==> src/sv/wtsc_pkg.sv <==
// ----------------------------------------------------------------------------
// Window threshold stepper controller package
// Shared types, constants and the coil phase table of the window controller.
// ----------------------------------------------------------------------------
`default_nettype none

package wtsc_pkg;

	localparam int CYCLES_PER_MOVE = 20;
	localparam int TotalSteps      = 8 * CYCLES_PER_MOVE;
	localparam int StepW           = $clog2(TotalSteps);

	localparam logic [6:0] SmokeMul  = 7'd99;
	localparam logic [6:0] LimMax    = 7'd99;
	localparam logic [7:0] LightMax  = 8'd255;

	localparam logic [6:0] SmokeLimitRst    = 7'd50;
	localparam logic [7:0] LightLimitRst    = 8'd50;
	localparam logic [6:0] TempLimitRst     = 7'd25;
	localparam logic [6:0] HumidityLimitRst = 7'd70;

	typedef enum logic [4:0] {
		KEY_NONE      = 5'd0,
		KEY_EDIT_ON   = 5'd1,
		KEY_EDIT_OFF  = 5'd2,
		KEY_TEMP_UP   = 5'd3,
		KEY_TEMP_DN   = 5'd4,
		KEY_SMOKE_UP  = 5'd5,
		KEY_SMOKE_DN  = 5'd6,
		KEY_HUMID_UP  = 5'd7,
		KEY_HUMID_DN  = 5'd8,
		KEY_LIGHT_UP  = 5'd9,
		KEY_LIGHT_DN  = 5'd10
	} key_t;

	typedef enum logic [1:0] {
		START_NONE    = 2'd0,
		START_FORWARD = 2'd1,
		START_REVERSE = 2'd2
	} start_t;

	localparam logic FUNC_CONTROL = 1'b0;
	localparam logic FUNC_TICK    = 1'b1;

	typedef struct packed {
		logic       func;
		logic [4:0] key_code;
		logic [7:0] smoke_raw;
		logic [7:0] light_raw;
		logic [7:0] temperature;
		logic [6:0] humidity;
		logic       manual_pressed;
	} wtsc_cmd_t;

	typedef struct packed {
		logic [3:0] coils;
		logic       busy_res;
		logic       position_flag;
		logic       edit_mode;
		logic [7:0] smoke_scaled;
		logic [1:0] move_started;
		logic [6:0] limit_smoke;
		logic [7:0] limit_light;
		logic [6:0] limit_temp;
		logic [6:0] limit_humidity;
	} wtsc_res_t;

	// Coil line touched in each phase; direction 0 is forward, 1 is reverse.
	function automatic logic [1:0] coil_bit(input logic dir, input logic [2:0] ph);
		logic [1:0] b;
		b = 2'd0;
		if (!dir) begin
			unique case (ph)
				3'd0: b = 2'd2;
				3'd1: b = 2'd3;
				3'd2: b = 2'd1;
				3'd3: b = 2'd2;
				3'd4: b = 2'd0;
				3'd5: b = 2'd1;
				3'd6: b = 2'd3;
				3'd7: b = 2'd0;
				default: b = 2'd0;
			endcase
		end else begin
			unique case (ph)
				3'd0: b = 2'd0;
				3'd1: b = 2'd3;
				3'd2: b = 2'd1;
				3'd3: b = 2'd0;
				3'd4: b = 2'd2;
				3'd5: b = 2'd1;
				3'd6: b = 2'd3;
				3'd7: b = 2'd2;
				default: b = 2'd0;
			endcase
		end
		return b;
	endfunction

endpackage

`default_nettype wire

==> src/sv/window_threshold_stepper_controller_core.sv <==
// ----------------------------------------------------------------------------
// Window threshold stepper controller core
// Keypad limit editing, smoke/temperature/humidity alarms, a light trigger and a
// four-coil stepper sequencer, one beat in and one result beat out.
// ----------------------------------------------------------------------------
//
//  Channel | Direction | Handshake            | Payload
//  --------+-----------+----------------------+-----------------------
//  cmd     | in        | cmd_valid/cmd_ready  | wtsc_pkg::wtsc_cmd_t
//  res     | out       | res_valid/res_ready  | wtsc_pkg::wtsc_res_t
//
// A beat is captured in an input register and evaluated against the controller
// state once the output register is free; its result beat is registered there.
// One beat is accepted per cycle; a stalled res channel backs up through the
// two registers before cmd_ready drops. Reset puts the limits to their
// defaults, the coils to all ones and the position flag to one.
`default_nettype none

module window_threshold_stepper_controller_core (
	input  wire                   clk,
	input  wire                   arst_n,
	input  wire                   cmd_valid,
	output logic                  cmd_ready,
	input  wtsc_pkg::wtsc_cmd_t   cmd,
	output logic                  res_valid,
	input  wire                   res_ready,
	output wtsc_pkg::wtsc_res_t   res
);

	logic                 valid_s1;
	wtsc_pkg::wtsc_cmd_t  cmd_s1;
	logic                 adv;
	logic                 out_load;

	logic                 edit_q;
	logic                 pos_q;
	logic [6:0]           smoke_lim_q;
	logic [7:0]           light_lim_q;
	logic [6:0]           temp_lim_q;
	logic [6:0]           humid_lim_q;
	logic [3:0]           coils_q;
	logic                 moving_q;
	logic                 dir_q;
	logic [wtsc_pkg::StepW-1:0] step_q;

	logic                 edit_d;
	logic                 pos_d;
	logic [6:0]           smoke_lim_d;
	logic [7:0]           light_lim_d;
	logic [6:0]           temp_lim_d;
	logic [6:0]           humid_lim_d;
	logic [3:0]           coils_d;
	logic                 moving_d;
	logic                 dir_d;
	logic [wtsc_pkg::StepW-1:0] step_d;
	logic [7:0]           scaled;
	logic [14:0]          product;
	logic [1:0]           started;
	logic                 alarm;
	logic                 bright;
	logic [3:0]           mask;
	logic                 last_step;

	assign out_load  = !res_valid || res_ready;
	assign adv       = valid_s1 && out_load;
	assign cmd_ready = !valid_s1 || out_load;

	always_ff @(posedge clk or negedge arst_n) begin
		if (!arst_n) begin
			valid_s1 <= 1'b0;
		end else if (cmd_ready) begin
			valid_s1 <= cmd_valid;
		end
	end

	always_ff @(posedge clk) begin
		if (cmd_ready && cmd_valid) begin
			cmd_s1 <= cmd;
		end
	end

	assign product   = cmd_s1.smoke_raw * wtsc_pkg::SmokeMul;
	assign alarm     = ({1'b0, product[14:7]} > {2'b00, smoke_lim_q})
		|| (cmd_s1.temperature > {1'b0, temp_lim_q})
		|| (cmd_s1.humidity > humid_lim_q);
	assign bright    = (cmd_s1.light_raw > light_lim_q) || cmd_s1.manual_pressed;
	assign mask      = 4'b0001 << wtsc_pkg::coil_bit(dir_q, step_q[2:0]);
	assign last_step = step_q == wtsc_pkg::StepW'(wtsc_pkg::TotalSteps - 1);

	always_comb begin
		edit_d      = edit_q;
		pos_d       = pos_q;
		smoke_lim_d = smoke_lim_q;
		light_lim_d = light_lim_q;
		temp_lim_d  = temp_lim_q;
		humid_lim_d = humid_lim_q;
		coils_d     = coils_q;
		moving_d    = moving_q;
		dir_d       = dir_q;
		step_d      = step_q;
		scaled      = 8'd0;
		started     = wtsc_pkg::START_NONE;
		if (cmd_s1.func == wtsc_pkg::FUNC_CONTROL) begin
			scaled = product[14:7];
			if (!moving_q) begin
				if (cmd_s1.key_code == wtsc_pkg::KEY_EDIT_ON) begin
					edit_d = 1'b1;
				end else if (cmd_s1.key_code == wtsc_pkg::KEY_EDIT_OFF) begin
					edit_d = 1'b0;
				end
				if (alarm) begin
					if (pos_q) begin
						moving_d = 1'b1;
						dir_d    = 1'b0;
						step_d   = '0;
						started  = wtsc_pkg::START_FORWARD;
					end
				end else if (bright) begin
					if (!pos_q) begin
						moving_d = 1'b1;
						dir_d    = 1'b1;
						step_d   = '0;
						started  = wtsc_pkg::START_REVERSE;
					end
				end
				if (edit_d) begin
					unique case (cmd_s1.key_code)
						wtsc_pkg::KEY_TEMP_UP:
							if (temp_lim_q < wtsc_pkg::LimMax) temp_lim_d = temp_lim_q + 7'd1;
						wtsc_pkg::KEY_TEMP_DN:
							if (temp_lim_q != 7'd0) temp_lim_d = temp_lim_q - 7'd1;
						wtsc_pkg::KEY_SMOKE_UP:
							if (smoke_lim_q < wtsc_pkg::LimMax) smoke_lim_d = smoke_lim_q + 7'd1;
						wtsc_pkg::KEY_SMOKE_DN:
							if (smoke_lim_q != 7'd0) smoke_lim_d = smoke_lim_q - 7'd1;
						wtsc_pkg::KEY_HUMID_UP:
							if (humid_lim_q < wtsc_pkg::LimMax) humid_lim_d = humid_lim_q + 7'd1;
						wtsc_pkg::KEY_HUMID_DN:
							if (humid_lim_q != 7'd0) humid_lim_d = humid_lim_q - 7'd1;
						wtsc_pkg::KEY_LIGHT_UP:
							if (light_lim_q != wtsc_pkg::LightMax) light_lim_d = light_lim_q + 8'd1;
						wtsc_pkg::KEY_LIGHT_DN:
							if (light_lim_q != 8'd0) light_lim_d = light_lim_q - 8'd1;
						default: ;
					endcase
				end
			end
		end else if (moving_q) begin
			coils_d = step_q[0] ? (coils_q & ~mask) : (coils_q | mask);
			if (last_step) begin
				moving_d = 1'b0;
				step_d   = '0;
				pos_d    = dir_q;
			end else begin
				step_d = step_q + 1'b1;
			end
		end
	end

	always_ff @(posedge clk or negedge arst_n) begin
		if (!arst_n) begin
			edit_q      <= 1'b0;
			pos_q       <= 1'b1;
			smoke_lim_q <= wtsc_pkg::SmokeLimitRst;
			light_lim_q <= wtsc_pkg::LightLimitRst;
			temp_lim_q  <= wtsc_pkg::TempLimitRst;
			humid_lim_q <= wtsc_pkg::HumidityLimitRst;
			coils_q     <= 4'hF;
			moving_q    <= 1'b0;
			dir_q       <= 1'b0;
			step_q      <= '0;
		end else if (adv) begin
			edit_q      <= edit_d;
			pos_q       <= pos_d;
			smoke_lim_q <= smoke_lim_d;
			light_lim_q <= light_lim_d;
			temp_lim_q  <= temp_lim_d;
			humid_lim_q <= humid_lim_d;
			coils_q     <= coils_d;
			moving_q    <= moving_d;
			dir_q       <= dir_d;
			step_q      <= step_d;
		end
	end

	always_ff @(posedge clk or negedge arst_n) begin
		if (!arst_n) begin
			res_valid <= 1'b0;
		end else if (out_load) begin
			res_valid <= valid_s1;
		end
	end

	always_ff @(posedge clk) begin
		if (adv) begin
			res.coils          <= coils_d;
			res.busy_res       <= moving_d;
			res.position_flag  <= pos_d;
			res.edit_mode      <= edit_d;
			res.smoke_scaled   <= scaled;
			res.move_started   <= started;
			res.limit_smoke    <= smoke_lim_d;
			res.limit_light    <= light_lim_d;
			res.limit_temp     <= temp_lim_d;
			res.limit_humidity <= humid_lim_d;
		end
	end

	a_step_in_range: assert property (@(posedge clk) disable iff (!arst_n)
		moving_q |-> step_q <= wtsc_pkg::StepW'(wtsc_pkg::TotalSteps - 1))
		else $error("step counter beyond the end of a move");

	a_move_starts_at_zero: assert property (@(posedge clk) disable iff (!arst_n)
		$rose(moving_q) |-> step_q == '0)
		else $error("move started with a nonzero step counter");

	a_control_ignored_while_moving: assert property (@(posedge clk) disable iff (!arst_n)
		(adv && cmd_s1.func == wtsc_pkg::FUNC_CONTROL && moving_q)
		|=> $stable(edit_q) && $stable(smoke_lim_q) && $stable(light_lim_q)
			&& $stable(temp_lim_q) && $stable(humid_lim_q) && moving_q)
		else $error("control beat changed state during a move");

	a_backpressure: assert property (@(posedge clk) disable iff (!arst_n)
		(valid_s1 && res_valid && !res_ready) |-> !cmd_ready)
		else $error("input accepted while both stages are full");

endmodule

`default_nettype wire
==> config.mk <==
export PLATFORM = sky130hd
export DESIGN_NAME = window_threshold_stepper_controller_core
export DESIGN_NICKNAME = d
export VERILOG_FILES = /design/src/sv/wtsc_pkg.sv /design/src/sv/window_threshold_stepper_controller_core.sv
export SDC_FILE = /design/constraint.sdc
export NUM_CORES = 1
export LEC_CHECK = 0
export BUFFER_PORTS_ARGS = -buffer_cell sky130_fd_sc_hd__buf_4
export CAP_MARGIN = 30
export CORE_MARGIN = 2
export CORE_UTILIZATION = 55
export DETAILED_ROUTE_END_ITERATION = 8
export PLACE_DENSITY_LB_ADDON = 0.3
export SLEW_MARGIN = 25
export SYNTH_ARGS = -nofsm -noshare
export SYNTH_HDL_FRONTEND = slang
export SYNTH_SLANG_ARGS = --single-unit
==> constraint.sdc <==
create_clock -name clk -period 8.7 [get_ports clk]
set_input_delay 0.87 -clock clk [delete_from_list [all_inputs] [get_ports clk]]
set_output_delay 0.87 -clock clk [all_outputs]
set_load 0.005 [all_outputs]
# Word-level counts from Yosys, hierarchy flattened
# Memories as Yosys holds them, arrays and structs flattened.
# Cells that the tools add are included.
[word_totals] mem_count=2 romBits=32 in_bits=42 register_bits=131 elab_cells=151 output_inout_bits=48
[mem_list] memory="(no name shown)" depth=8 width=2 read_ports=1 rd_clocked_by_memory_dff=0 wr=0 line="wtsc_pkg.sv:73" rtl="unique case (ph)"
[mem_list] memory="(no name shown)" depth=8 width=2 read_ports=1 rd_clocked_by_memory_dff=0 wr=0 line="wtsc_pkg.sv:85" rtl="unique case (ph)"
[classes] magnitude_cmp=7 eq_ne=18 reduce_logical=18 add_sub_neg=9 shift=1 mul=1 n_mux=61 n_bitwise=5
[op_table] cell="$mux W7" count=15
[op_table] cell="$mux W8" count=13
[op_table] cell="$pmux W7 S2" count=3
[op_table] cell="$mux W1" count=22
[op_table] cell="$add A7 B1 Y7 const B" count=3
[op_table] cell="$lt A7 B7 Y1 const B" count=3
[op_table] cell="$reduce_bool A7 Y1" count=3
[op_table] cell="$sub A7 B1 Y7 const B" count=3
[op_table] cell="$eq A5 B3 Y1 const B" count=4
[op_table] cell="$add A8 B1 Y8 const B" count=2
[op_table] cell="$gt A8 B7 Y1" count=2
[op_table] cell="$pmux W8 S2" count=1
[op_table] cell="$eq A5 B4 Y1 const B" count=3
[op_table] cell="$mul A8 B7 Y15 const B" count=1
[op_table] cell="$mux W4" count=3
[op_table] cell="$reduce_and A6 Y1" count=2
[op_table] cell="$eq A5 B2 Y1 const B" count=2
[op_table] cell="$eq A8 B8 Y1 const B" count=1
[op_table] cell="$gt A8 B8 Y1" count=1
[op_table] cell="$mux W2" count=4
[op_table] cell="$ne A8 B8 Y1 const B" count=1
[op_table] cell="$reduce_bool A8 Y1" count=1
[op_table] cell="$sub A8 B1 Y8 const B" count=1
[op_table] cell="$gt A7 B7 Y1" count=1
[op_table] cell="other kinds (16)" count=25

# Depth between registers and ports, before layout
# Gate-level depths: netlist of the first run.
[depth] depth_word=8 mapped_depth=22 depth_no_buf=22

# Worst setup path after synthesis of the first run
# Ideal clock, no wire load.
[synth_timing] kind="flip-flop to flip-flop" startpoint="reg cmd_s1[25] (netlist name)" endpoint="reg step_q[1] (netlist name)" path_stages_with_launch=20 synth_period_minus_slack_ns=5.050 setup_time_ns=0.125 t_required_ns=8.575 arrival_time_ns=4.925 path_buffers=0 path_slack_ns=3.650 path_cell_list="edfxtp_1 ha_1 fa_1 ha_1 fa_1 ha_1 and3_1 o31ai_4 nand3b_1 a21oi_1 o21bai_1 xor2_1 ha_1 and4_1 a221oi_1 o21ai_0 nor3_1 o21a_1 nand2_2 mux2_4"
[synth_between] elab_chain_len=7 elab_cells_between_ends=11 cone_classes="mul (1); order compare (1); eq/ne (2); mux (3); reduce/logical (4)"
[synth_rtl] item="start: declaration" line="window_threshold_stepper_controller_core.sv:31" rtl="wtsc_pkg::wtsc_cmd_t cmd_s1;"
[synth_rtl] item="start signal: assignment" line="window_threshold_stepper_controller_core.sv:78" rtl="cmd_s1 <= cmd;"
[synth_rtl] item="$mul A8 B7 Y15 (*)" line="window_threshold_stepper_controller_core.sv:82" rtl="assign product = cmd_s1.smoke_raw * wtsc_pkg::SmokeMul;"
[synth_rtl] item="net product[12]" line="window_threshold_stepper_controller_core.sv:57" rtl="logic [14:0] product;"
[synth_rtl] item="$gt A8 B7 Y1 (*)" line="window_threshold_stepper_controller_core.sv:83" rtl="assign alarm = ({1'b0, product[14:7]} > {2'b00, smoke_lim_q})"
[synth_rtl] item="$logic_or A1 B1 Y1 (*)" line="window_threshold_stepper_controller_core.sv:84" rtl="|| (cmd_s1.temperature > {1'b0, temp_lim_q})"
[synth_rtl] item="$logic_or A1 B1 Y1 (*)" line="window_threshold_stepper_controller_core.sv:85" rtl="|| (cmd_s1.humidity > humid_lim_q);"
[synth_rtl] item="parallel branches: the longest is 3 deep, another holds $reduce_and A6 Y1"
[synth_rtl] item="end signal: assignment" line="window_threshold_stepper_controller_core.sv:182" rtl="step_q <= step_d;"
[synth_rtl] item="end: declaration" line="window_threshold_stepper_controller_core.sv:44" rtl="logic [wtsc_pkg::StepW-1:0] step_q;"
# Mark *: on every way through the listed nets, which the timed path passes. The select of a mux whose other input is x is not followed.
# A chain may end at the register's enable or synchronous reset.

# Worst setup path after layout of the first run
# Ends and elaborated chain as after synthesis.

==> flow_summary.json, run 1 <==
{
  "outcome": "finished clean",
  "clk_pin_slew_worst_paths_ns": 0.06,
  "port_buffers": 89,
  "areaGrowthSynthToFinish_pct": 18.54,
  "fin_crit_sh": 0.6565,
  "hp-class": "flip-flop to flip-flop",
  "synth_edf_count": 84,
  "htree_levels": 4,
  "clock_path_buffers": 2,
  "wl_per_cell_um": 17.86,
  "maxCapViolCount": 0,
  "cts_resized": 0,
  "finalSetupViolations": 0,
  "crit_path_start_kind": "flip-flop",
  "final_common_cell": "buf_4",
  "power_leakage_uw": 0.003973,
  "nNetsFinal": 999,
  "wirelength_um": 19040,
  "skew_ns": 0.009809,
  "synth-seq-area-share": 0.4637,
  "fp.dieH_um": 124.8,
  "insertion_delay_ns": 0.43,
  "cp_data_required_time_ns": 9.01,
  "rsz0062_at_grt": "false",
  "cp_max_fo": 7,
  "root_buffer": "clkbuf_16",
  "combPwrFrac": 0.304,
  "drc_errors": 0,
  "place_ws_ns": 3.144,
  "final.setup.worst_slack_ns": 2.989,
  "ant_nets": 0,
  "place_hpwl_um": 13400,
  "ys_types": 69,
  "gp_congestion": 0.9385,
  "antenna_cells": 0,
  "grt_max_degree": 85,
  "synth_area_um2": 8023,
  "place_inst": 1032,
  "rows": 44,
  "syn_inst": 777,
  "timing.final.max_slew_violations": 0,
  "numCtsBuffers": 17,
  "endpoint_kind": "flip-flop",
  "dr.pass1.iters": 5,
  "drive_gt1_frac": 0.1995,
  "clockPowerShare": 0.314,
  "p_int_uw": 1531,
  "cts_sinks": 131,
  "vias_per_cell": 6.107,
  "grt_pass1_wl_um": 31220,
  "grt_pass1_vias": 6430,
  "postCtsSetupRepairBufs": 0,
  "hold_viol_final": 0,
  "num_io_pins": 90,
  "synth-warning-count": 0,
  "seqPwrFrac": 0.382,
  "grt-ovfl-total": 0,
  "fin_cells": 1066,
  "switching_power_uw": 753.1,
  "avgSynthCellArea_um2": 10.33,
  "ys_async_sr_fraction": 0.3588,
  "powerDensity_nw_per_um2": 240.1,
  "min_period_ns": 5.711,
  "cts_tree": "yes",
  "fin_util": 0.6619,
  "start_util": 0.5583,
  "peakVddDrop_mv": 0.1630,
  "antenna_found_initial": 0,
  "syn_nets": 907,
  "p_sw_frac": 0.3298,
  "final_area_um2": 9510,
  "fin_setup_tns_ns": 0,
  "die_w_um": 124.8,
  "worst_pin_slew_ns": 0.8204,
  "core_area_um2": 14370,
  "worst-setup-path-type": "flip-flop to flip-flop",
  "arrival_ns": 6.02,
  "vias": 6510,
  "ys.flop_type": "edfxtp_1",
  "place_area_um2": 8856,
  "synth-seq-cells": 131,
  "mostFrequentLayoutCells": "buf_4, ha_1, edfxtp_1, nand2_1, o21ai_0",
  "cts_hold_buf": 0,
  "grtUsageTotal": 0.2497,
  "drt-initial-drc-count": 599,
  "max_slew_margin": 0.4531,
  "fmax_ghz": 0.1751,
  "die_area_um2": 15570
}
==> layer usage <==
layer / track usage / part of all wire / vias to the layer above
met4: 0.07601 / 0.019 / 0
met3: 0.05541 / 0.055 / 40
li1: - / - / 3067
met2: 0.4311 / 0.51 / 243
met5: 0 / 0 / -
met1: 0.3141 / 0.42 / 3160
==> critical path, cell delays in order (launching register included) <==
cell and delay, ns:
edfxtp_1 0.41, ha_1 0.38, fa_1 0.49, ha_1 0.32, fa_1 0.41, ha_1 0.36, a21o_1 0.21, nand2_1 0.14
nand3b_1 0.14, a21oi_1 0.25, o21bai_1 0.12, xor2_1 0.22, ha_1 0.29, and4_1 0.23, a221oi_1 0.29, o21ai_0 0.18
nor3_1 0.43, o21a_1 0.35, nand2_2 0.09, mux2_4 0.31
==> layout make-up <==
cell class	count	area, um^2
Fill cell	1123	4858
Tap cell	184	230.2
Clock buffer	26	533.0
Inverter	55	206.4
Sequential cell	131	3720
Timing Repair Buffer	93	738.2
Multi-Input combinational cell	571	4016
Clock inverter	6	66.31
==> logic make-up after synthesis <==
logic type	count (synthesis)	share of synthesized area
buffers and inverters	75	0.03587
xor gates and xnor gates	21	0.02293
and+or+nand+nor	257	0.1585
adders and majority gates	88	0.1401
DFF	131	0.4637
muxes	28	0.03961
AOI/OAI and AO/OA	177	0.1394
==> worst paths after layout <==
path / from / to / slack [ns] / cells after the start
max: cmd_s1[25] / step_q[1] / 2.99 / 19
min: coils_q[1] / coils_q[1] / 0.46 / 2
max reg2reg: cmd_s1[25] / step_q[1] / 2.99 / 19
min reg2reg: coils_q[1] / coils_q[1] / 0.46 / 2
max in group asynchronous: arst_n / valid_s1 / 7.76 / 1
min in group asynchronous: arst_n / humid_lim_q[5] / 0.48 / 1
==> state kept, by name, indices dropped and copies added (netlist names), 4 cells and up <==
| name | count |
|---|---|
| cmd_s1 | 38 |
| coils_q | 4 |
| humid_lim_q | 7 |
| light_lim_q | 8 |
| res | 46 |
| smoke_lim_q | 7 |
| step_q | 8 |
| temp_lim_q | 7 |
==> per-stage QoR <==
step / hold WS (ns) / total power, uW
floorplan: 0.4368 / 1327
global placement: 0.4423 / 1510
detailed placement: 0.4533 / 1550
CTS: 0.4572 / 2282
global route: 0.4792 / 2413
finish: 0.4585 / 2284
==> power groups by stage <==
stage                     logic (uW)  clock network, uW  registers, uW
after floorplan                  483                  0            844
after global placement           632                  0            878
final                            695                718            872
after detailed placement         669                  0            881
after CTS                        684                727            870
after global routing             774                754            884
==> cell usage after synthesis (17+ instances only) <==
master / number / share of area
o21ai_0: 58 / 0.036
mux2_2: 23 / 0.032
ha_1: 85 / 0.13
nand3_1: 37 / 0.023
edfxtp_1: 84 / 0.31
nor2_1: 45 / 0.021
inv_1: 54 / 0.025
nor3_1: 21 / 0.013
dfrtp_1: 30 / 0.094
nand2_1: 78 / 0.036
a21oi_1: 37 / 0.023
dfstp_2: 17 / 0.056
Power figures use the tool's default switching activity.
==> run 2: changes to the inputs <==
CORE_UTILIZATION = 54   (was 55)
clock period = 4.57 ns   (was 8.7 ns; I/O delays follow)
==> run 2 against run 1 <==
Compared with the run above: the flow now finishes with violations (negative setup slack); wire length increased by 6.8%; via count increased by 2.6%; combinational power increased by 120%; cell area increased by 4.1%; total power increased by 99%; critical path depth increased by 4; first-iteration DRC count decreased by 7.5%; sequential cell count unchanged; sequential power increased by 90%; clock skew decreased by 0.00076 ns.
==> flow_summary.json, run 2 (synthesis results as in run 1) <==
{
  "mostFrequentLayoutCells": "buf_4, edfxtp_1, nand2_1, ha_1, o21ai_0",
  "fp.dieH_um": 125.9,
  "min_period_ns": 4.787,
  "clock_path_buffers": 2,
  "numCtsBuffers": 17,
  "wl_per_cell_um": 18.61,
  "cts_hold_buf": 0,
  "arrival_ns": 5.09,
  "antenna_found_initial": 0,
  "largest_register": "res",
  "num_io_pins": 90,
  "place_hpwl_um": 14390,
  "peakVddDrop_mv": 0.3206,
  "die_area_um2": 15850,
  "largest_reg_flops": 46,
  "wirelength_um": 20330,
  "drive_gt1_frac": 0.2577,
  "drt-initial-drc-count": 554,
  "nNetsFinal": 1025,
  "power_uw": 4537,
  "outcome": "complete, but fails checks",
  "place_ws_ns": -0.2257,
  "dr.pass1.iters": 5,
  "powerDensity_nw_per_um2": 458.4,
  "cts_sinks": 131,
  "port_buffers": 89,
  "timing.final.max_slew_violations": 0,
  "final_common_cell": "buf_4",
  "cp_max_fo": 3,
  "failed_checks": "negative setup slack",
  "fin_setup_tns_ns": -2.189,
  "areaGrowthSynthToFinish_pct": 23.36,
  "start_util": 0.5520,
  "reg2reg_depth": 23,
  "cp_data_required_time_ns": 4.87,
  "ant_nets": 0,
  "antenna_cells": 0,
  "skew_ns": 0.009052,
  "hold_viol_final": 0,
  "reg2reg_setup_slack_ns": -0.22,
  "reg_top3": "res x46, cmd_s1 x38",
  "fin_crit_sh": 1.048,
  "finalSetupViolations": 13,
  "worst_pin_slew_ns": 0.6696,
  "crit_path_start_kind": "flip-flop",
  "insertion_delay_ns": 0.43,
  "core_area_um2": 14530,
  "vias": 6682,
  "reg2reg_from": "cmd_s1[26]",
  "grtUsageTotal": 0.2644,
  "grt-ovfl-total": 0,
  "rows": 44,
  "grt_pass1_wl_um": 33350,
  "final.setup.worst_slack_ns": -0.2171,
  "critical_path.startpoint": "cmd_s1[26]",
  "hp-class": "input pin to asynchronous set/reset pin",
  "cts_tree": "yes",
  "fmax_ghz": 0.2089,
  "maxCapViolCount": 0,
  "die_w_um": 125.9,
  "clk_pin_slew_worst_paths_ns": 0.06,
  "worst-setup-path-type": "flip-flop to flip-flop",
  "htree_levels": 4,
  "vias_per_cell": 6.119,
  "r2r_end": "step_q[1]",
  "root_buffer": "clkbuf_16",
  "grt_max_degree": 50,
  "max_slew_margin": 0.5536,
  "rsz0062_at_grt": "true",
  "power_leakage_uw": 0.004089,
  "grt_pass1_vias": 6596,
  "drc_errors": 0,
  "endpoint_kind": "flip-flop",
  "gp_congestion": 0.8897
}
run 2: changes by cell type in the layout (fill, tap and decap cells not counted), sizes merged:
cell | previous run | this run
clkinv | 6 | 7
clkinvlp | 0 | 3
bufinv | 1 | 3
buf | 93 | 119
clkbuf | 26 | 20
run 2: worst max-delay path: stages, from the launching register on:
cell,delay [ns]
edfxtp_1,0.44
buf_6,0.15
ha_4,0.25
inv_2,0.03
fa_1,0.50
inv_2,0.06
ha_4,0.25
ha_4,0.25
ha_4,0.27
and3_4,0.19
o31ai_4,0.07
nand3b_1,0.12
a21oi_2,0.08
o21bai_1,0.20
xor2_1,0.22
ha_1,0.29
and4_4,0.18
a221oi_4,0.25
o21ai_2,0.09
buf_4,0.14
nor4_4,0.13
mux2i_2,0.12
nand2_2,0.10
mux2_4,0.29
run 2: worst max path at each step:
| stage | to | slack [ns] | depth (start not counted) |
|---|---|---|---|
| final | step_q[1] | -0.22 | 23 |
| after global routing | step_q[1] | -0.44 | 24 |
| after CTS | res[41] | -0.27 | 20 |
| after detailed placement | res[41] | -0.23 | 21 |
| after global placement | res[41] | -0.02 | 19 |
| after floorplan | step_q[1] | -0.03 | 19 |
run 2: layout make-up:
type	count	area, um^2
clock inverter	12	140.1
multi-input combinational	571	4239
fill	1131	4637
inverter	55	206.4
clock buffer	20	436.7
timing repair buffer	119	924.6
tap	184	230.2
sequential	131	3720
run 2: metal layers:
metal | share of wire | vias up | global-route usage | wire length (um)
li1 | - | 3126 | - | -
met1 | 0.41 | 3220 | 0.3331 | 8407
met2 | 0.49 | 286 | 0.4456 | 10020
met3 | 0.064 | 50 | 0.05905 | 1302
met4 | 0.029 | 0 | 0.1028 | 592
met5 | 0 | - | 0 | 0
run 2: through the flow:
stage	instances	cell area, um^2	util	hold slack, ns
after floorplan	777	8066	-	0.1614
after global placement	1053	9057	0.6232	0.4433
after detailed placement	1053	9057	0.6232	0.4507
after CTS	1090	9837	0.6768	0.08417
after global routing	1092	9897	0.6810	0.1120
final	1092	9897	0.6810	0.06669
run 2: power breakdown:
group	switching, uW	leakage (uW)	total [uW]	internal (uW)
combinational	828	0.00244	1520	692
clock	506	0.000275	1350	848
sequential	181	0.00137	1660	1480
total	1510	0.00409	4540	3020
run 2: timing repair:
item | CTS | global route
resized for setup | 31 | 6
endpoints found under the setup margin | 13 | 13
pin swaps | 25 | 16
buffers inserted | 5 | 1
==> run 3: changes to the inputs <==
CAP_MARGIN = 20   (was 30)
CORE_UTILIZATION = 46   (was 54)
==> run 3 against run 2 <==
Compared with the run above: combinational power about the same; the run still ends with negative setup slack left; die area increased by 17%; wire length decreased by 7.6%; fmax decreased by 1.5%; register-to-register slack got worse by 0.07 ns; clock power about the same; global-route usage decreased by 5.5 points; sequential power about the same; non-clock buffer count decreased by 2; sequential cell count unchanged.
==> flow_summary.json, run 3 (synthesis results as in run 1) <==
{
  "outcome": "complete, but fails checks",
  "failed_checks": "negative setup slack",
  "antenna_found_initial": 0,
  "power_leakage_uw": 0.004094,
  "grt-ovfl-total": 0,
  "combPwrFrac": 0.328,
  "start_util": 0.4671,
  "nFillCells": 1487,
  "p_sw_frac": 0.3220,
  "skew_ns": 0.008791,
  "reg2reg_from": "cmd_s1[26]",
  "endpoint_kind": "flip-flop",
  "rows": 48,
  "ant_nets": 0,
  "path_cells": "ha_4 > fa_1 > ha_4 > fa_1 > ha_1 > and3_4 > o31ai_4 > nand3b_1 > a21oi_2 > o21bai_1 > xor2_1 > ha_1 > buf_4 > a221oi_4 > o21ai_2 > nor3_4 > a21bo_2 > a21oi_1 > nand2b_1",
  "insertion_delay_ns": 0.42,
  "cts_sinks": 131,
  "fin_cells": 1131,
  "p_int_uw": 3077,
  "nNetsFinal": 1023,
  "numCtsBuffers": 17,
  "seq_area_um2": 3720,
  "worst_pin_slew_ns": 1.028,
  "grtUsageTotal": 0.2092,
  "root_buffer": "clkbuf_16",
  "wirelength_um": 18780,
  "place_hpwl_um": 13080,
  "multi_input_area_um2": 4172,
  "clk_pin_slew_worst_paths_ns": 0.06,
  "clock_path_buffers": 2,
  "powerDensity_nw_per_um2": 460.0,
  "cp_max_fo": 4,
  "dr.pass1.iters": 5,
  "critical_path.startpoint": "cmd_s1[26]",
  "cts_tree": "yes",
  "vias": 6453,
  "drc_errors": 0,
  "htree_levels": 4,
  "grt_max_degree": 85,
  "gp_congestion": 0.9388,
  "switching_power_uw": 1461,
  "min_period_ns": 4.861,
  "maxCapViolCount": 0,
  "die_area_um2": 18510,
  "arrival_ns": 5.03,
  "antenna_cells": 0,
  "cp_data_required_time_ns": 4.74,
  "fin_crit_sh": 1.064,
  "seqPwrFrac": 0.367,
  "final.setup.worst_slack_ns": -0.2911,
  "mostFrequentLayoutCells": "buf_4, edfxtp_1, ha_1, nand2_1, o21ai_0",
  "clockPowerShare": 0.305,
  "areaGrowthSynthToFinish_pct": 22.97,
  "core_area_um2": 17180,
  "num_io_pins": 90,
  "largest_reg_flops": 46,
  "hold_viol_final": 0,
  "max_slew_margin": 0.3146,
  "grt_pass1_wl_um": 30230,
  "fp.dieH_um": 136.1,
  "cp_slowest_cell": "fa_1",
  "wl_per_cell_um": 16.61,
  "crit_path_start_kind": "flip-flop",
  "peakVddDrop_mv": 0.2887,
  "hp-class": "input pin to asynchronous set/reset pin",
  "timing.final.max_slew_violations": 0,
  "power_uw": 4538,
  "final_common_cell": "buf_4",
  "drt-initial-drc-count": 605,
  "worst-setup-path-type": "flip-flop to flip-flop",
  "finalSetupViolations": 13,
  "slowest_delay_ns": 0.54,
  "reg_top3": "res x46, cmd_s1 x38",
  "grt_pass1_vias": 6150,
  "rsz0062_at_grt": "true",
  "vias_per_cell": 5.706,
  "drive_gt1_frac": 0.2428,
  "die_w_um": 136.1,
  "largest_register": "res",
  "port_buffers": 89,
  "fin_util": 0.5744,
  "fmax_ghz": 0.2057,
  "place_inst": 1096
}
==> run 3: changes by cell type in the layout (fill, tap and decap cells not counted), sizes merged <==
cell / change
buf: -2
clkinvlp: -2
clkbuf: +7
inv: -1
clkinv: -4
==> run 3: worst max-delay path: cells and delay by family (launching register included) <==
kind                       cells  cell delay [ns]
AOI/OAI and AO/OA              7             1.01
xor gates and xnor gates       1             0.18
adders and majority gates      6             2.16
buffers and inverters          1             0.15
DFF                            1             0.46
and+or+nand+nor                4             0.65
==> run 3: layout make-up <==
type | count | share of cell area
multi-input combinational | 571 | 0.4228
sequential | 131 | 0.3770
timing repair buffer | 117 | 0.09017
clock buffer | 27 | 0.04997
tap | 225 | 0.02854
inverter | 55 | 0.02105
clock inverter | 5 | 0.01040
==> run 3: power groups by stage <==
stage	combinational [uW]	sequential [uW]	clock, uW
2_1_floorplan	961	1610	0
3_3_place_gp	1340	1680	0
3_5_place_dp	1380	1680	0
4_1_cts	1420	1660	1410
5_1_grt	1660	1690	1460
6_report	1490	1660	1380
==> run 3: worst paths after layout <==
path	slack, ns	to	cells past startpoint
hold reg to reg	0.46	coils_q[3]	2
min in group clk	0.21	cmd_s1[4]	1
setup / recovery	-0.29	res[41]	19
max in group asynchronous	4.04	moving_q	1
hold / removal	0.07	light_lim_q[6]	1
setup reg to reg	-0.29	res[41]	19
==> run 3: metrics by stage <==
stage	hold WS (ns)	setup slack [ns]	TNS, ns	instance area, um^2
finish	0.06930	-0.2911	-2.614	9866
global placement	0.4454	-0.08796	-0.1993	9125
detailed placement	0.4497	-0.2208	-1.786	9125
floorplan	0.1614	-0.02667	-0.02667	8066
CTS	0.08184	-0.3106	-2.861	9802
global route	0.1185	-0.4771	-5.070	9866
==> run 3: per-layer routing <==
| layer | part of all wire | track usage | vias up | wire length [um] |
|---|---|---|---|---|
| li1 | - | - | 3107 | - |
| met1 | 0.44 | 0.2712 | 3076 | 8211 |
| met2 | 0.49 | 0.3414 | 248 | 9130 |
| met3 | 0.063 | 0.05295 | 22 | 1188 |
| met4 | 0.014 | 0.07176 | 0 | 254 |
| met5 | 0 | 0 | - | 0 |
==> run 3: repair_timing <==
item / in CTS / in global routing
setup endpoints to repair: 13 / 13
pin swaps: 19 / 12
setup buffers: 2 / 1
hold buffers: 0 / 0
gates cloned: 0 / 0
gates resized for setup: 14 / 8
